### src/hdl/pcp_pkg.sv
`default_nettype none
package pcp_pkg;

  localparam int unsigned MOD_Q       = 3329;
  localparam int unsigned HALF_Q      = 1664;
  localparam int unsigned RECIP_MUL   = 20159;
  localparam int unsigned RECIP_SHIFT = 26;
  // Ten times q less 32768, added to x + 32768 after the sign flip, keeps x + 10q positive.
  localparam int unsigned BIAS_ADD    = 522;

  localparam int unsigned COEFF_W = 16;
  localparam int unsigned BIASED_W = 17;
  localparam int unsigned PROD1_W = 32;
  localparam int unsigned RESID_W = 12;
  localparam int unsigned SCALED_W = 23;
  localparam int unsigned PROD2_W = 38;
  localparam int unsigned CMP_W = 11;
  localparam int unsigned ACC_W = 24;
  localparam int unsigned LEFT_W = 7;
  localparam int unsigned LCNT_W = 3;

  typedef enum logic [1:0] {
    MODE_4  = 2'd0,
    MODE_5  = 2'd1,
    MODE_10 = 2'd2,
    MODE_11 = 2'd3
  } mode_e;

  typedef struct packed {
    logic load;
    logic reduce;
    logic scale;
    logic pack;
  } ctrl_cmd_t;

  typedef struct packed {
    logic room;
  } ctrl_status_t;

  typedef struct packed {
    logic [7:0] data;
    logic       last;
  } out_beat_t;

  function automatic logic [3:0] width_of_mode(input mode_e mode);
    logic [3:0] w;
    case (mode)
      MODE_4:  w = 4'd4;
      MODE_5:  w = 4'd5;
      MODE_10: w = 4'd10;
      MODE_11: w = 4'd11;
      default: w = 4'd10;
    endcase
    return w;
  endfunction

  function automatic logic [CMP_W-1:0] mask_of_mode(input mode_e mode);
    logic [CMP_W-1:0] m;
    case (mode)
      MODE_4:  m = 11'h00F;
      MODE_5:  m = 11'h01F;
      MODE_10: m = 11'h3FF;
      MODE_11: m = 11'h7FF;
      default: m = 11'h3FF;
    endcase
    return m;
  endfunction

endpackage
`default_nettype wire

### src/hdl/pcp_coeff_if.sv
`default_nettype none
interface pcp_coeff_if;
  logic               valid;
  logic               ready;
  logic signed [15:0] coeff;

  modport source (output valid, output coeff, input ready);
  modport sink (input valid, input coeff, output ready);
endinterface
`default_nettype wire

### src/hdl/pcp_byte_if.sv
`default_nettype none
interface pcp_byte_if;
  logic       valid;
  logic       ready;
  logic [7:0] packed_byte;
  logic       last;

  modport source (output valid, output packed_byte, output last, input ready);
  modport sink (input valid, input packed_byte, input last, output ready);
endinterface
`default_nettype wire

### src/hdl/pcp_out_fifo.sv
`default_nettype none
module pcp_out_fifo (
  input  wire                  clk_i,
  input  wire                  rst_ni,
  input  wire [1:0]            push_cnt_i,
  input  wire pcp_pkg::out_beat_t push0_i,
  input  wire pcp_pkg::out_beat_t push1_i,
  output pcp_pkg::ctrl_status_t status_o,
  output logic                 valid_o,
  input  wire                  ready_i,
  output pcp_pkg::out_beat_t   beat_o
);

  pcp_pkg::out_beat_t mem_q [4];
  logic [1:0] rd_ptr_q, rd_ptr_d;
  logic [1:0] wr_ptr_q, wr_ptr_d;
  logic [2:0] count_q, count_d;
  logic       pop;

  assign valid_o = (count_q != 3'd0);
  assign pop     = valid_o && ready_i;
  assign beat_o  = mem_q[rd_ptr_q];
  // A coefficient may produce two bytes, so the packer waits for two free slots.
  assign status_o.room = (count_q <= 3'd2);

  always_comb begin
    rd_ptr_d = rd_ptr_q + 2'(pop);
    wr_ptr_d = wr_ptr_q + push_cnt_i;
    count_d  = count_q + 3'(push_cnt_i) - 3'(pop);
  end

  always_ff @(posedge clk_i or negedge rst_ni) begin
    if (!rst_ni) begin
      rd_ptr_q <= '0;
      wr_ptr_q <= '0;
      count_q  <= '0;
    end else begin
      rd_ptr_q <= rd_ptr_d;
      wr_ptr_q <= wr_ptr_d;
      count_q  <= count_d;
    end
  end

  always_ff @(posedge clk_i) begin
    if (push_cnt_i != 2'd0) begin
      mem_q[wr_ptr_q] <= push0_i;
    end
    if (push_cnt_i == 2'd2) begin
      mem_q[wr_ptr_q + 2'd1] <= push1_i;
    end
  end

  a_count_bound: assert property (@(posedge clk_i) disable iff (!rst_ni)
    count_q <= 3'd4) else $error("output queue count beyond its depth");

  a_push_room: assert property (@(posedge clk_i) disable iff (!rst_ni)
    (push_cnt_i != 2'd0) |-> status_o.room) else $error("bytes pushed without room");

  a_drain: assert property (@(posedge clk_i) disable iff (!rst_ni)
    (count_q == 3'd1 && pop && push_cnt_i == 2'd0) |=> !valid_o)
    else $error("queue still valid after its last byte left");

endmodule
`default_nettype wire

### src/hdl/pcp_ctrl.sv
`default_nettype none
module pcp_ctrl (
  input  wire                   clk_i,
  input  wire                   rst_ni,
  input  wire                   in_valid_i,
  output logic                  in_ready_o,
  input  wire pcp_pkg::ctrl_status_t status_i,
  output pcp_pkg::ctrl_cmd_t    cmd_o
);

  typedef enum logic [3:0] {
    ST_IDLE  = 4'b0001,
    ST_RED   = 4'b0010,
    ST_SCALE = 4'b0100,
    ST_PACK  = 4'b1000
  } state_e;

  state_e state_q, state_d;

  always_comb begin
    state_d    = state_q;
    in_ready_o = 1'b0;
    cmd_o      = '0;
    case (state_q)
      ST_IDLE: begin
        in_ready_o = 1'b1;
        if (in_valid_i) begin
          cmd_o.load = 1'b1;
          state_d    = ST_RED;
        end
      end
      ST_RED: begin
        cmd_o.reduce = 1'b1;
        state_d      = ST_SCALE;
      end
      ST_SCALE: begin
        cmd_o.scale = 1'b1;
        state_d     = ST_PACK;
      end
      ST_PACK: begin
        if (status_i.room) begin
          cmd_o.pack = 1'b1;
          state_d    = ST_IDLE;
        end
      end
      default: begin
        state_d = ST_IDLE;
      end
    endcase
  end

  always_ff @(posedge clk_i or negedge rst_ni) begin
    if (!rst_ni) begin
      state_q <= ST_IDLE;
    end else begin
      state_q <= state_d;
    end
  end

endmodule
`default_nettype wire

### src/hdl/pcp_datapath.sv
`default_nettype none
module pcp_datapath #(
  parameter int unsigned COEFF_COUNT = 256,
  parameter int unsigned IDX_W = 8
) (
  input  wire                 clk_i,
  input  wire                 rst_ni,
  input  wire                 mode_we_i,
  input  wire [1:0]           mode_wdata_i,
  input  wire signed [15:0]   coeff_i,
  input  wire pcp_pkg::ctrl_cmd_t cmd_i,
  output logic [1:0]          push_cnt_o,
  output pcp_pkg::out_beat_t  push0_o,
  output pcp_pkg::out_beat_t  push1_o
);

  pcp_pkg::mode_e mode_q;

  logic [pcp_pkg::BIASED_W-1:0] biased;
  logic [pcp_pkg::BIASED_W-1:0] biased_q;
  logic [pcp_pkg::PROD1_W-1:0]  prod1_q;
  logic [4:0]                   quot;
  logic [pcp_pkg::BIASED_W-1:0] rem_raw;
  logic [pcp_pkg::RESID_W-1:0]  resid_d, resid_q;
  logic [pcp_pkg::SCALED_W-1:0] scaled;
  logic [pcp_pkg::PROD2_W-1:0]  prod2_q;

  logic [pcp_pkg::LEFT_W-1:0] left_q, left_d;
  logic [pcp_pkg::LCNT_W-1:0] lcnt_q, lcnt_d;
  logic [IDX_W-1:0]           idx_q, idx_d;

  logic [pcp_pkg::CMP_W-1:0] comp;
  logic [pcp_pkg::ACC_W-1:0] acc, acc_shift;
  logic [4:0]                nbits;
  logic [1:0]                full_bytes, emit_cnt;
  logic                      final_coeff;

  // Flipping the sign bit gives x + 32768; the bias brings it to x + 10q.
  assign biased = {1'b0, coeff_i ^ 16'h8000} + 17'(pcp_pkg::BIAS_ADD);

  // The reciprocal estimate never overshoots, so at most one subtraction fixes it.
  always_comb begin
    quot    = prod1_q[pcp_pkg::RECIP_SHIFT +: 5];
    rem_raw = biased_q - 17'(quot * 12'(pcp_pkg::MOD_Q));
    if (rem_raw >= 17'(pcp_pkg::MOD_Q)) begin
      resid_d = 12'(rem_raw - 17'(pcp_pkg::MOD_Q));
    end else begin
      resid_d = 12'(rem_raw);
    end
  end

  assign scaled = (23'(resid_q) << pcp_pkg::width_of_mode(mode_q))
                  + 23'(pcp_pkg::HALF_Q);

  always_comb begin
    comp = prod2_q[pcp_pkg::RECIP_SHIFT +: pcp_pkg::CMP_W] & pcp_pkg::mask_of_mode(mode_q);
    acc  = 24'(left_q) | (24'(comp) << lcnt_q);
    nbits = 5'(lcnt_q) + 5'(pcp_pkg::width_of_mode(mode_q));
    if (nbits[4]) begin
      full_bytes = 2'd2;
    end else if (nbits[3]) begin
      full_bytes = 2'd1;
    end else begin
      full_bytes = 2'd0;
    end
    final_coeff = (idx_q == IDX_W'(COEFF_COUNT - 1));
    // On the final coefficient a partial byte is padded with zeros and sent, unless two full bytes already go.
    if (final_coeff && (nbits[2:0] != 3'd0) && (full_bytes != 2'd2)) begin
      emit_cnt = full_bytes + 2'd1;
    end else begin
      emit_cnt = full_bytes;
    end
    acc_shift = acc >> {full_bytes, 3'b000};

    push_cnt_o   = cmd_i.pack ? emit_cnt : 2'd0;
    push0_o.data = acc[7:0];
    push0_o.last = final_coeff && (emit_cnt == 2'd1);
    push1_o.data = acc[15:8];
    push1_o.last = final_coeff;

    if (final_coeff) begin
      left_d = '0;
      lcnt_d = '0;
      idx_d  = '0;
    end else begin
      left_d = acc_shift[pcp_pkg::LEFT_W-1:0];
      lcnt_d = nbits[2:0];
      idx_d  = idx_q + IDX_W'(1);
    end
  end

  always_ff @(posedge clk_i) begin
    if (cmd_i.load) begin
      biased_q <= biased;
      prod1_q  <= 32'(biased) * 32'(pcp_pkg::RECIP_MUL);
    end
    if (cmd_i.reduce) begin
      resid_q <= resid_d;
    end
    if (cmd_i.scale) begin
      prod2_q <= 38'(scaled) * 38'(pcp_pkg::RECIP_MUL);
    end
  end

  always_ff @(posedge clk_i or negedge rst_ni) begin
    if (!rst_ni) begin
      mode_q <= pcp_pkg::MODE_10;
      left_q <= '0;
      lcnt_q <= '0;
      idx_q  <= '0;
    end else begin
      if (mode_we_i) begin
        mode_q <= pcp_pkg::mode_e'(mode_wdata_i);
      end
      if (cmd_i.pack) begin
        left_q <= left_d;
        lcnt_q <= lcnt_d;
        idx_q  <= idx_d;
      end
    end
  end

endmodule
`default_nettype wire

### src/hdl/poly_compress_pack_top.sv
// The controller accepts a coefficient only while idle, then walks it through the two
// reciprocal multiplies (reduction mod q, then compression) and the pack step, whose
// bytes enter the output queue; the next coefficient is taken only after the pack step.
// Up to four bytes queue at the output; the packer stalls while fewer than two slots are free.
// Reset (rst_ni low, asynchronous) empties the queue, clears the carried bits and the
// coefficient index, and sets the width mode to 10 bits.
`default_nettype none
module poly_compress_pack_top #(
  parameter int unsigned COEFF_COUNT = 256
) (
  input  wire        clk_i,
  input  wire        rst_ni,
  input  wire        bits_mode_we_i,
  input  wire [1:0]  bits_mode_wdata_i,
  pcp_coeff_if.sink  coeff_in_i,
  pcp_byte_if.source byte_out_o
);

  localparam int unsigned IdxW = $clog2(COEFF_COUNT);

  pcp_pkg::ctrl_cmd_t    cmd;
  pcp_pkg::ctrl_status_t status;
  pcp_pkg::out_beat_t    push0, push1, beat;
  logic [1:0]            push_cnt;

  pcp_ctrl u_ctrl (
    .clk_i      (clk_i),
    .rst_ni     (rst_ni),
    .in_valid_i (coeff_in_i.valid),
    .in_ready_o (coeff_in_i.ready),
    .status_i   (status),
    .cmd_o      (cmd)
  );

  pcp_datapath #(
    .COEFF_COUNT (COEFF_COUNT),
    .IDX_W       (IdxW)
  ) u_datapath (
    .clk_i        (clk_i),
    .rst_ni       (rst_ni),
    .mode_we_i    (bits_mode_we_i),
    .mode_wdata_i (bits_mode_wdata_i),
    .coeff_i      (coeff_in_i.coeff),
    .cmd_i        (cmd),
    .push_cnt_o   (push_cnt),
    .push0_o      (push0),
    .push1_o      (push1)
  );

  pcp_out_fifo u_out_fifo (
    .clk_i      (clk_i),
    .rst_ni     (rst_ni),
    .push_cnt_i (push_cnt),
    .push0_i    (push0),
    .push1_i    (push1),
    .status_o   (status),
    .valid_o    (byte_out_o.valid),
    .ready_i    (byte_out_o.ready),
    .beat_o     (beat)
  );

  assign byte_out_o.packed_byte = beat.data;
  assign byte_out_o.last        = beat.last;

endmodule
`default_nettype wire
### src/flat_wrapper.sv
// flat-port wrapper written by rule: the top's interface ports become plain ports
module poly_compress_pack_top_flat 
#(
  parameter int unsigned COEFF_COUNT = 256
)
  (clk_i, rst_ni, bits_mode_we_i, bits_mode_wdata_i, coeff_in_i_valid, coeff_in_i_coeff, coeff_in_i_ready, byte_out_o_valid, byte_out_o_packed_byte, byte_out_o_last, byte_out_o_ready);
  pcp_coeff_if coeff_in_i_i ();
  pcp_byte_if byte_out_o_i ();
  input  wire clk_i;
  input  wire rst_ni;
  input  wire bits_mode_we_i;
  input  wire [1:0] bits_mode_wdata_i;
  input wire logic [$bits(coeff_in_i_i.valid)-1:0] coeff_in_i_valid;
  input wire logic [$bits(coeff_in_i_i.coeff)-1:0] coeff_in_i_coeff;
  output wire logic [$bits(coeff_in_i_i.ready)-1:0] coeff_in_i_ready;
  output wire logic [$bits(byte_out_o_i.valid)-1:0] byte_out_o_valid;
  output wire logic [$bits(byte_out_o_i.packed_byte)-1:0] byte_out_o_packed_byte;
  output wire logic [$bits(byte_out_o_i.last)-1:0] byte_out_o_last;
  input wire logic [$bits(byte_out_o_i.ready)-1:0] byte_out_o_ready;
  assign coeff_in_i_i.valid = coeff_in_i_valid;
  assign coeff_in_i_i.coeff = coeff_in_i_coeff;
  assign coeff_in_i_ready = coeff_in_i_i.ready;
  assign byte_out_o_valid = byte_out_o_i.valid;
  assign byte_out_o_packed_byte = byte_out_o_i.packed_byte;
  assign byte_out_o_last = byte_out_o_i.last;
  assign byte_out_o_i.ready = byte_out_o_ready;
  poly_compress_pack_top #(.COEFF_COUNT(COEFF_COUNT)) u_core (.clk_i(clk_i), .rst_ni(rst_ni), .bits_mode_we_i(bits_mode_we_i), .bits_mode_wdata_i(bits_mode_wdata_i), .coeff_in_i(coeff_in_i_i), .byte_out_o(byte_out_o_i));
endmodule
### config.mk
export PLATFORM = sky130hd
export DESIGN_NAME = poly_compress_pack_top_flat
export DESIGN_NICKNAME = d
export VERILOG_FILES = /design/src/hdl/pcp_pkg.sv /design/src/hdl/pcp_coeff_if.sv /design/src/hdl/pcp_byte_if.sv /design/src/hdl/pcp_out_fifo.sv /design/src/hdl/pcp_ctrl.sv /design/src/hdl/pcp_datapath.sv /design/src/hdl/poly_compress_pack_top.sv /design/src/flat_wrapper.sv
export SDC_FILE = /design/constraint.sdc
export NUM_CORES = 1
export LEC_CHECK = 0
export BUFFER_PORTS_ARGS = -buffer_cell sky130_fd_sc_hd__buf_2
export CORE_ASPECT_RATIO = 1.2
export CORE_MARGIN = 8
export CORE_UTILIZATION = 25
export CTS_CLUSTER_SIZE = 14
export DETAILED_ROUTE_END_ITERATION = 8
export PLACE_DENSITY = 0.51
export SLEW_MARGIN = 20
export SYNTH_ARGS = -nofsm -noshare
export SYNTH_HDL_FRONTEND = slang
export SYNTH_SLANG_ARGS = --single-unit
### constraint.sdc
create_clock -name clk_i -period 20.9 [get_ports clk_i]
set_input_delay 1.045 -clock clk_i [delete_from_list [all_inputs] [get_ports clk_i]]
set_output_delay 1.045 -clock clk_i [all_outputs]
set_load 0.01 [all_outputs]
Word level (Yosys, flattened, before mapping)
Memory sizes are Yosys's and may differ from the RTL's.
Index checks and enable logic that the tools add are counted.
{"block": "totals", "register_bits": 128, "ram_bits": 36, "inputBits": 23, "out_inout_bits": 11, "word_cells": 82, "n_memories": 1}
{"block": "classes", "addsub": 12, "n_mul": 3, "magnitude_cmp": 2, "eq_ne": 13, "shifts": 3, "muxes": 24, "bitwise": 3, "reduce_logical": 9}
{"memory": "u_core.u_out_fifo.mem_q", "depth": 4, "width": 9, "read_ports": 1, "rd_ports_with_merged_regs": 0, "wr": 2, "line": "pcp_out_fifo.sv:14", "source": "pcp_pkg::out_beat_t mem_q [4];"}
{"cell": "case mux 11 bit (4 select lines)", "n": 1}
{"cell": "multiplier 23 x 15 -> 37 bit, second input constant", "n": 1}
{"cell": "case mux 4 bit (4 select lines)", "n": 2}
{"cell": "multiplier 17 x 15 -> 31 bit, second input constant", "n": 1}
{"cell": "OR 7 x 24 -> 24 bit", "n": 1}
{"cell": "left shift 11 x 3 -> 24 bit", "n": 1}
{"cell": "right shift 24 x 5 -> 7 bit", "n": 1}
{"cell": "adder 23 x 11 -> 23 bit, second input constant", "n": 1}
{"cell": "left shift 12 x 4 -> 23 bit", "n": 1}
{"cell": "adder 16 x 10 -> 17 bit, second input constant", "n": 1}
{"cell": ">= comparator 17 x 12 -> 1 bit, second input constant", "n": 1}
{"cell": "multiplier 5 x 12 -> 17 bit, second input constant", "n": 1}
{"cell": "subtractor 17 bit", "n": 1}
{"cell": "2-to-1 mux 1 bit", "n": 12}
{"cell": "2-to-1 mux 12 bit", "n": 1}
{"cell": "subtractor 12 bit, second input constant", "n": 1}
{"cell": "AND 11 bit", "n": 1}
{"cell": "adder 8 x 1 -> 8 bit, second input constant", "n": 1}
{"cell": "equality test 8 bit, second input constant", "n": 1}
{"cell": "2-to-1 mux 4 bit", "n": 2}
{"cell": "2-to-1 mux 8 bit", "n": 1}
{"cell": "2-to-1 mux 7 bit", "n": 1}
{"cell": "equality test 2 bit, second input constant", "n": 3}
{"cell": "2-to-1 mux 2 bit", "n": 3}
{"cell": "21 further kinds", "n": 28}

Depth between registers and ports, before layout
{"block": "depth", "word_depth": 12, "ltp_mapped": 33, "mapped_depth_nobuf": 28}

Hierarchy
Synthesis repeated with hierarchy kept, for this count alone.
{"block": "hier_totals", "hier_cells": 1705, "area_unflattened_um2": 17759.5}
{"module": "pcp_datapath", "n_inst": 1, "cells_each": 1556, "area_per_inst_um2": 15295.9, "seq_area_each_um2": 1853.0}
{"module": "pcp_out_fifo", "n_inst": 1, "cells_each": 128, "area_per_inst_um2": 2215.9, "seq_area_each_um2": 1256.2}
{"module": "pcp_ctrl", "n_inst": 1, "cells_each": 21, "area_per_inst_um2": 247.7, "seq_area_each_um2": 101.3}

Least setup slack after synthesis
Ideal clock, no wire load.
{"block": "synth_timing", "kind": "register to register", "from": "register u_core.u_datapath.mode_q[1]", "to": "register u_core.u_datapath.prod2_q[34] in the netlist's numbering, data pin", "setup_time_ns": 0.265, "t_arrival_ns": 8.016, "t_required_ns": 20.635, "slack_ns": 12.619, "path_stages_with_launch": 30, "n_path_buf": 5, "synth_period_minus_slack_ns": 8.281, "cell_sequence": "dfstp_2 buf_2 buf_2 buf_1 clkbuf_1 a21oi_1 ha_1 or2_2 clkbuf_1 nand4_1 nor2_1 xnor2_1 fa_1 fa_1 inv_1 fa_1 fa_1 fa_1 inv_1 fa_1 inv_1 ha_1 and3_1 and2_1 and3_1 a221oi_1 a21boi_0 a21oi_1 o21ai_0 xor2_1"}
{"block": "synth_between", "elab_chain_cells": 5, "word_cells_on_any_way": 8, "classes_between": "add/sub: 1; mul: 1; eq/ne: 3; shift: 1; mux: 1; reduce/logical: 1"}
{"item": "from (decl)", "line": "pcp_datapath.sv:17", "source": "pcp_pkg::mode_e mode_q;"}
{"item": "from (signal assigned)", "line": "pcp_datapath.sv:107", "source": "mode_q <= pcp_pkg::MODE_10;"}
{"item": "from (signal assigned)", "line": "pcp_datapath.sv:113", "source": "mode_q <= pcp_pkg::mode_e'(mode_wdata_i);"}
{"item": "equality test 2 bit, or another cell as far along", "line": "pcp_pkg.sv:47", "source": "case (mode)"}
{"item": "case mux 4 bit (4 select lines) *", "line": "pcp_pkg.sv:47"}
{"item": "left shift 12 x 4 -> 23 bit *", "line": "pcp_datapath.sv:52", "source": "assign scaled = (23'(resid_q) << pcp_pkg::width_of_mode(mode_q))"}
{"item": "adder 23 x 11 -> 23 bit *", "line": "pcp_datapath.sv:53", "source": "+ 23'(pcp_pkg::HALF_Q);"}
{"item": "multiplier 23 x 15 -> 37 bit *", "line": "pcp_datapath.sv:101", "source": "prod2_q <= 38'(scaled) * 38'(pcp_pkg::RECIP_MUL);"}
{"item": "to (signal assigned)", "line": "pcp_datapath.sv:101"}
{"item": "to (decl)", "line": "pcp_datapath.sv:26", "source": "logic [pcp_pkg::PROD2_W-1:0] prod2_q;"}
Every way passes the cells marked *; elsewhere a longest branch is shown, timed or not.
A chain may end at the register's enable or synchronous reset.

Worst setup path after layout
{"block": "layout_timing", "from": "register u_core.u_datapath.mode_q[1]", "to": "register u_core.u_datapath.prod2_q[36] in the netlist's numbering, data pin"}
Same word-level chain as after synthesis.

==> results_dict.tcl <==
set metrics [dict create \
    status "finished, final reports clean" \
    global_route.usage.met3_pct 1.369 \
    layout_commonest_cell "sky130_fd_sc_hd__inv_1" \
    drt_drc_violations_left 0 \
    crit_path_end_kind "flop" \
    filler_cell_count 7538 \
    die_area_mm2 0.08036 \
    wire_per_inst_um 15.34 \
    area_delta_synth_final_pct 9.266 \
    number_of_global_route_vias_before_repair 12993 \
    drt_first_iter_violations 474 \
    nets 2311 \
    grt_pass1_wl_mm 68.53 \
    synth-edff-count 81 \
    insertion_delay_ns 0.39 \
    share_of_layout_cells_above_drive_strength_1_pct 6.299 \
    startpoint_type "flop" \
    worstPathArrival_ns 8.74 \
    critical_path_required_ns 21.01 \
    gr-usage-met1_pct 11.71 \
    final_max_slew_viol_count 0 \
    io_buffer_count 33 \
    dr_total_vias 11815 \
    yosys_most_used_dff "sky130_fd_sc_hd__edfxtp_1" \
    reg2regPathDepth 24 \
    report.final.hold_viol_count 0 \
    cts_hold_buffers 0 \
    maxCapViolCount 0 \
    placementRows 107 \
    worst-setup-path-type "reg2reg" \
    detailedPlacementHpwl_mm 36.52 \
    global_route.overflow_total 0 \
    synth_warnings 0 \
    m2_gr_usage_pct 21.25 \
    globalRoute.busiestLayer "met2" \
    core_area_mm2 0.07096 \
    worst_slew_pin_slew_ns 0.9976 \
    synth_area_mm2 0.01788 \
    final_area_mm2 0.01954 \
    worst_hold_path_type "reg2reg" \
    grt_setup_unrepaired "false" \
    globalRouteTotalUtil_pct 10.60 \
    worstPathMaxFanout 42 \
    holdCritStartpoint "u_core.u_datapath.idx_q[4]" \
    clock_sink_count 112 \
    ys_ff_latch 112 \
    htree_levels 3 \
    cts.path.max_buffers 2 \
    drt-pass1-iter-count 5 \
    post_cts_buffers 0 \
    r2r-start "u_core.u_datapath.mode_q[1]" \
    final.setup_skew_ns 0.01149 \
    post_cts_resize_count 0 \
    vias_per_cell 4.368 \
    die_height_um 308.9 \
    synth_cell_types 78 \
    tritoncts "yes" \
    initial_util_pct 25.20 \
    worstHoldEndpoint "u_core.u_datapath.idx_q[4]" \
    clk_pin_slew_ns 0.09 \
    pin_count_of_the_biggest_net_entering_global_routing 43 \
    min_path_cells 1 \
    final_period_minus_worst_setup_slack_ns 8.622 \
    r2r_setup_slack_ns 12.28 \
    async_reset_ff_share_pct 27.68 \
    synthesis.instances 1732 \
    width_of_the_die_um 260.1 \
    finalWirelength_mm 41.48 \
    slew_headroom_pct 33.10 \
    grt_antenna_before_repair 0 \
    cts_made_buffers 9 \
    timing.setup.tns_ns 0 \
    ys_seq_area_share_pct 17.96 \
    ctsRootBufferMaster "sky130_fd_sc_hd__clkbuf_16" \
    timing.final.crit_share_pct 41.25 \
    mostFrequentLayoutCells "sky130_fd_sc_hd__inv_1 (404), sky130_fd_sc_hd__ha_1 (282), sky130_fd_sc_hd__fa_1 (233)" \
    dpl_cell_area_mm2 0.01923 \
    synth.avg_cell_area_um2 10.32 \
    io-pin-count 34 \
    drt.antenna.violating_nets 0 \
    globalplace.congestion 0.8590 \
    clock.fmax_mhz 116.0 \
    report.final.setup_viol 0 \
    timing.rr.end "u_core.u_datapath.prod2_q[36]" \
]
==> state kept, by name, summed over array words and instances, names as in the netlist <==
| signal | count |
|---|---|
| u_core.u_datapath.mode_q | 2 |
| u_core.u_datapath.left_q | 7 |
| u_core.u_out_fifo.count_q | 3 |
| u_core.u_out_fifo.rd_ptr_q | 2 |
| u_core.u_datapath.resid_q | 12 |
| u_core.u_datapath.lcnt_q | 3 |
| u_core.u_out_fifo.mem_q | 36 |
| u_core.u_ctrl.state_q | 4 |
| u_core.u_datapath.prod2_q | 11 |
| u_core.u_datapath.prod1_q | 5 |
| u_core.u_datapath.biased_q | 17 |
| u_core.u_out_fifo.wr_ptr_q | 2 |
| u_core.u_datapath.idx_q | 8 |
==> per-layer routing <==
layer	share of wire, %	routed length, um
met2	56	23360
met3	1.9	776
met5	0	0
met1	40	16660
met4	1.6	679
==> metrics by stage <==
stage / utilization, % / instances / worst slack, ns / hold slack [ns]
2_1_floorplan: - / 1752 / 12.62 / 0.4382
3_3_place_gp: 27.10 / 2688 / 12.42 / 0.4488
3_5_place_dp: 27.10 / 2688 / 12.23 / 0.4580
4_1_cts: 27.53 / 2704 / 12.19 / 0.4744
5_1_grt: 27.53 / 2704 / 11.71 / 0.5062
6_report: 27.53 / 2705 / 12.28 / 0.4742
==> cell type report <==
cell class | instances | area [um^2] | share of cell area (%)
multi-input combinational | 1203 | 13110 | 67.11
sequential | 112 | 3211 | 16.44
inverter | 405 | 1520 | 7.782
tap | 926 | 1159 | 5.931
timing repair buffer | 42 | 232.7 | 1.191
clock buffer | 9 | 225.2 | 1.153
clock inverter | 7 | 75.07 | 0.3843
antenna | 1 | 2.502 | 0.01281
==> how the worst max path moves through the flow <==
stage	from	endpoint	slack [ns]
after floorplan	u_core.u_datapath.mode_q[1]	u_core.u_datapath.prod2_q[34]	12.62
after detailed placement	u_core.u_datapath.mode_q[1]	u_core.u_datapath.prod2_q[36]	12.23
after global placement	u_core.u_datapath.mode_q[1]	u_core.u_datapath.prod2_q[36]	12.42
final	u_core.u_datapath.mode_q[1]	u_core.u_datapath.prod2_q[36]	12.28
after CTS	u_core.u_datapath.mode_q[1]	u_core.u_datapath.prod2_q[36]	12.19
after global routing	u_core.u_datapath.mode_q[1]	u_core.u_datapath.prod2_q[36]	11.71
==> cell families (layout without fill, tap and decap cells) <==
| logic type | after synthesis | count (layout) | synth area share (%) |
|---|---|---|---|
| buf+inv | 437 | 463 | 9.294 |
| mux | 86 | 86 | 5.879 |
| xor+xnor | 101 | 101 | 4.990 |
| fa+ha+maj | 517 | 517 | 45.94 |
| compound gates | 223 | 223 | 8.734 |
| flops | 112 | 112 | 17.96 |
| other cells | 1 | 22 | 0.02098 |
| simple gates | 255 | 255 | 7.187 |
==> critical path, cell delays in order (launching register included) <==
cell and delay (ns):
sky130_fd_sc_hd__dfstp_2 1.06, sky130_fd_sc_hd__a21oi_1 0.21, sky130_fd_sc_hd__ha_1 0.27, sky130_fd_sc_hd__or2_2 0.36, sky130_fd_sc_hd__nand4_1 0.17, sky130_fd_sc_hd__nor2_1 0.08, sky130_fd_sc_hd__xnor2_1 0.71, sky130_fd_sc_hd__fa_1 0.58
sky130_fd_sc_hd__inv_1 0.15, sky130_fd_sc_hd__fa_1 0.43, sky130_fd_sc_hd__fa_1 0.53, sky130_fd_sc_hd__inv_1 0.05, sky130_fd_sc_hd__fa_1 0.46, sky130_fd_sc_hd__fa_1 0.55, sky130_fd_sc_hd__inv_1 0.05, sky130_fd_sc_hd__fa_1 0.51
sky130_fd_sc_hd__inv_1 0.04, sky130_fd_sc_hd__ha_1 0.34, sky130_fd_sc_hd__a21o_1 0.19, sky130_fd_sc_hd__a21oi_1 0.14, sky130_fd_sc_hd__o21ai_0 0.10, sky130_fd_sc_hd__a211o_1 0.35, sky130_fd_sc_hd__nor3b_1 0.17, sky130_fd_sc_hd__a2111oi_0 0.70
sky130_fd_sc_hd__xnor2_1 0.12
==> synthesized netlist by cell type, drive strengths merged (29+ instances only) <==
library cell  instances  area [um^2]
inv                 404         1516
ha                  282         3528
fa                  233         4664
edfxtp               81         2432
nand2                70        265.3
xnor2                62        550.5
mux2i                60        600.6
a21oi                57        285.3
nor2                 48        180.2
o21ai                42        210.2
xor2                 39        341.6
a21o                 33        247.7
dfrtp                29        725.7
nand3                29        150.1
Power is left out: the tool's default activity adds up to more than one toggle a clock period on the data nets, which glitch-free logic cannot reach.
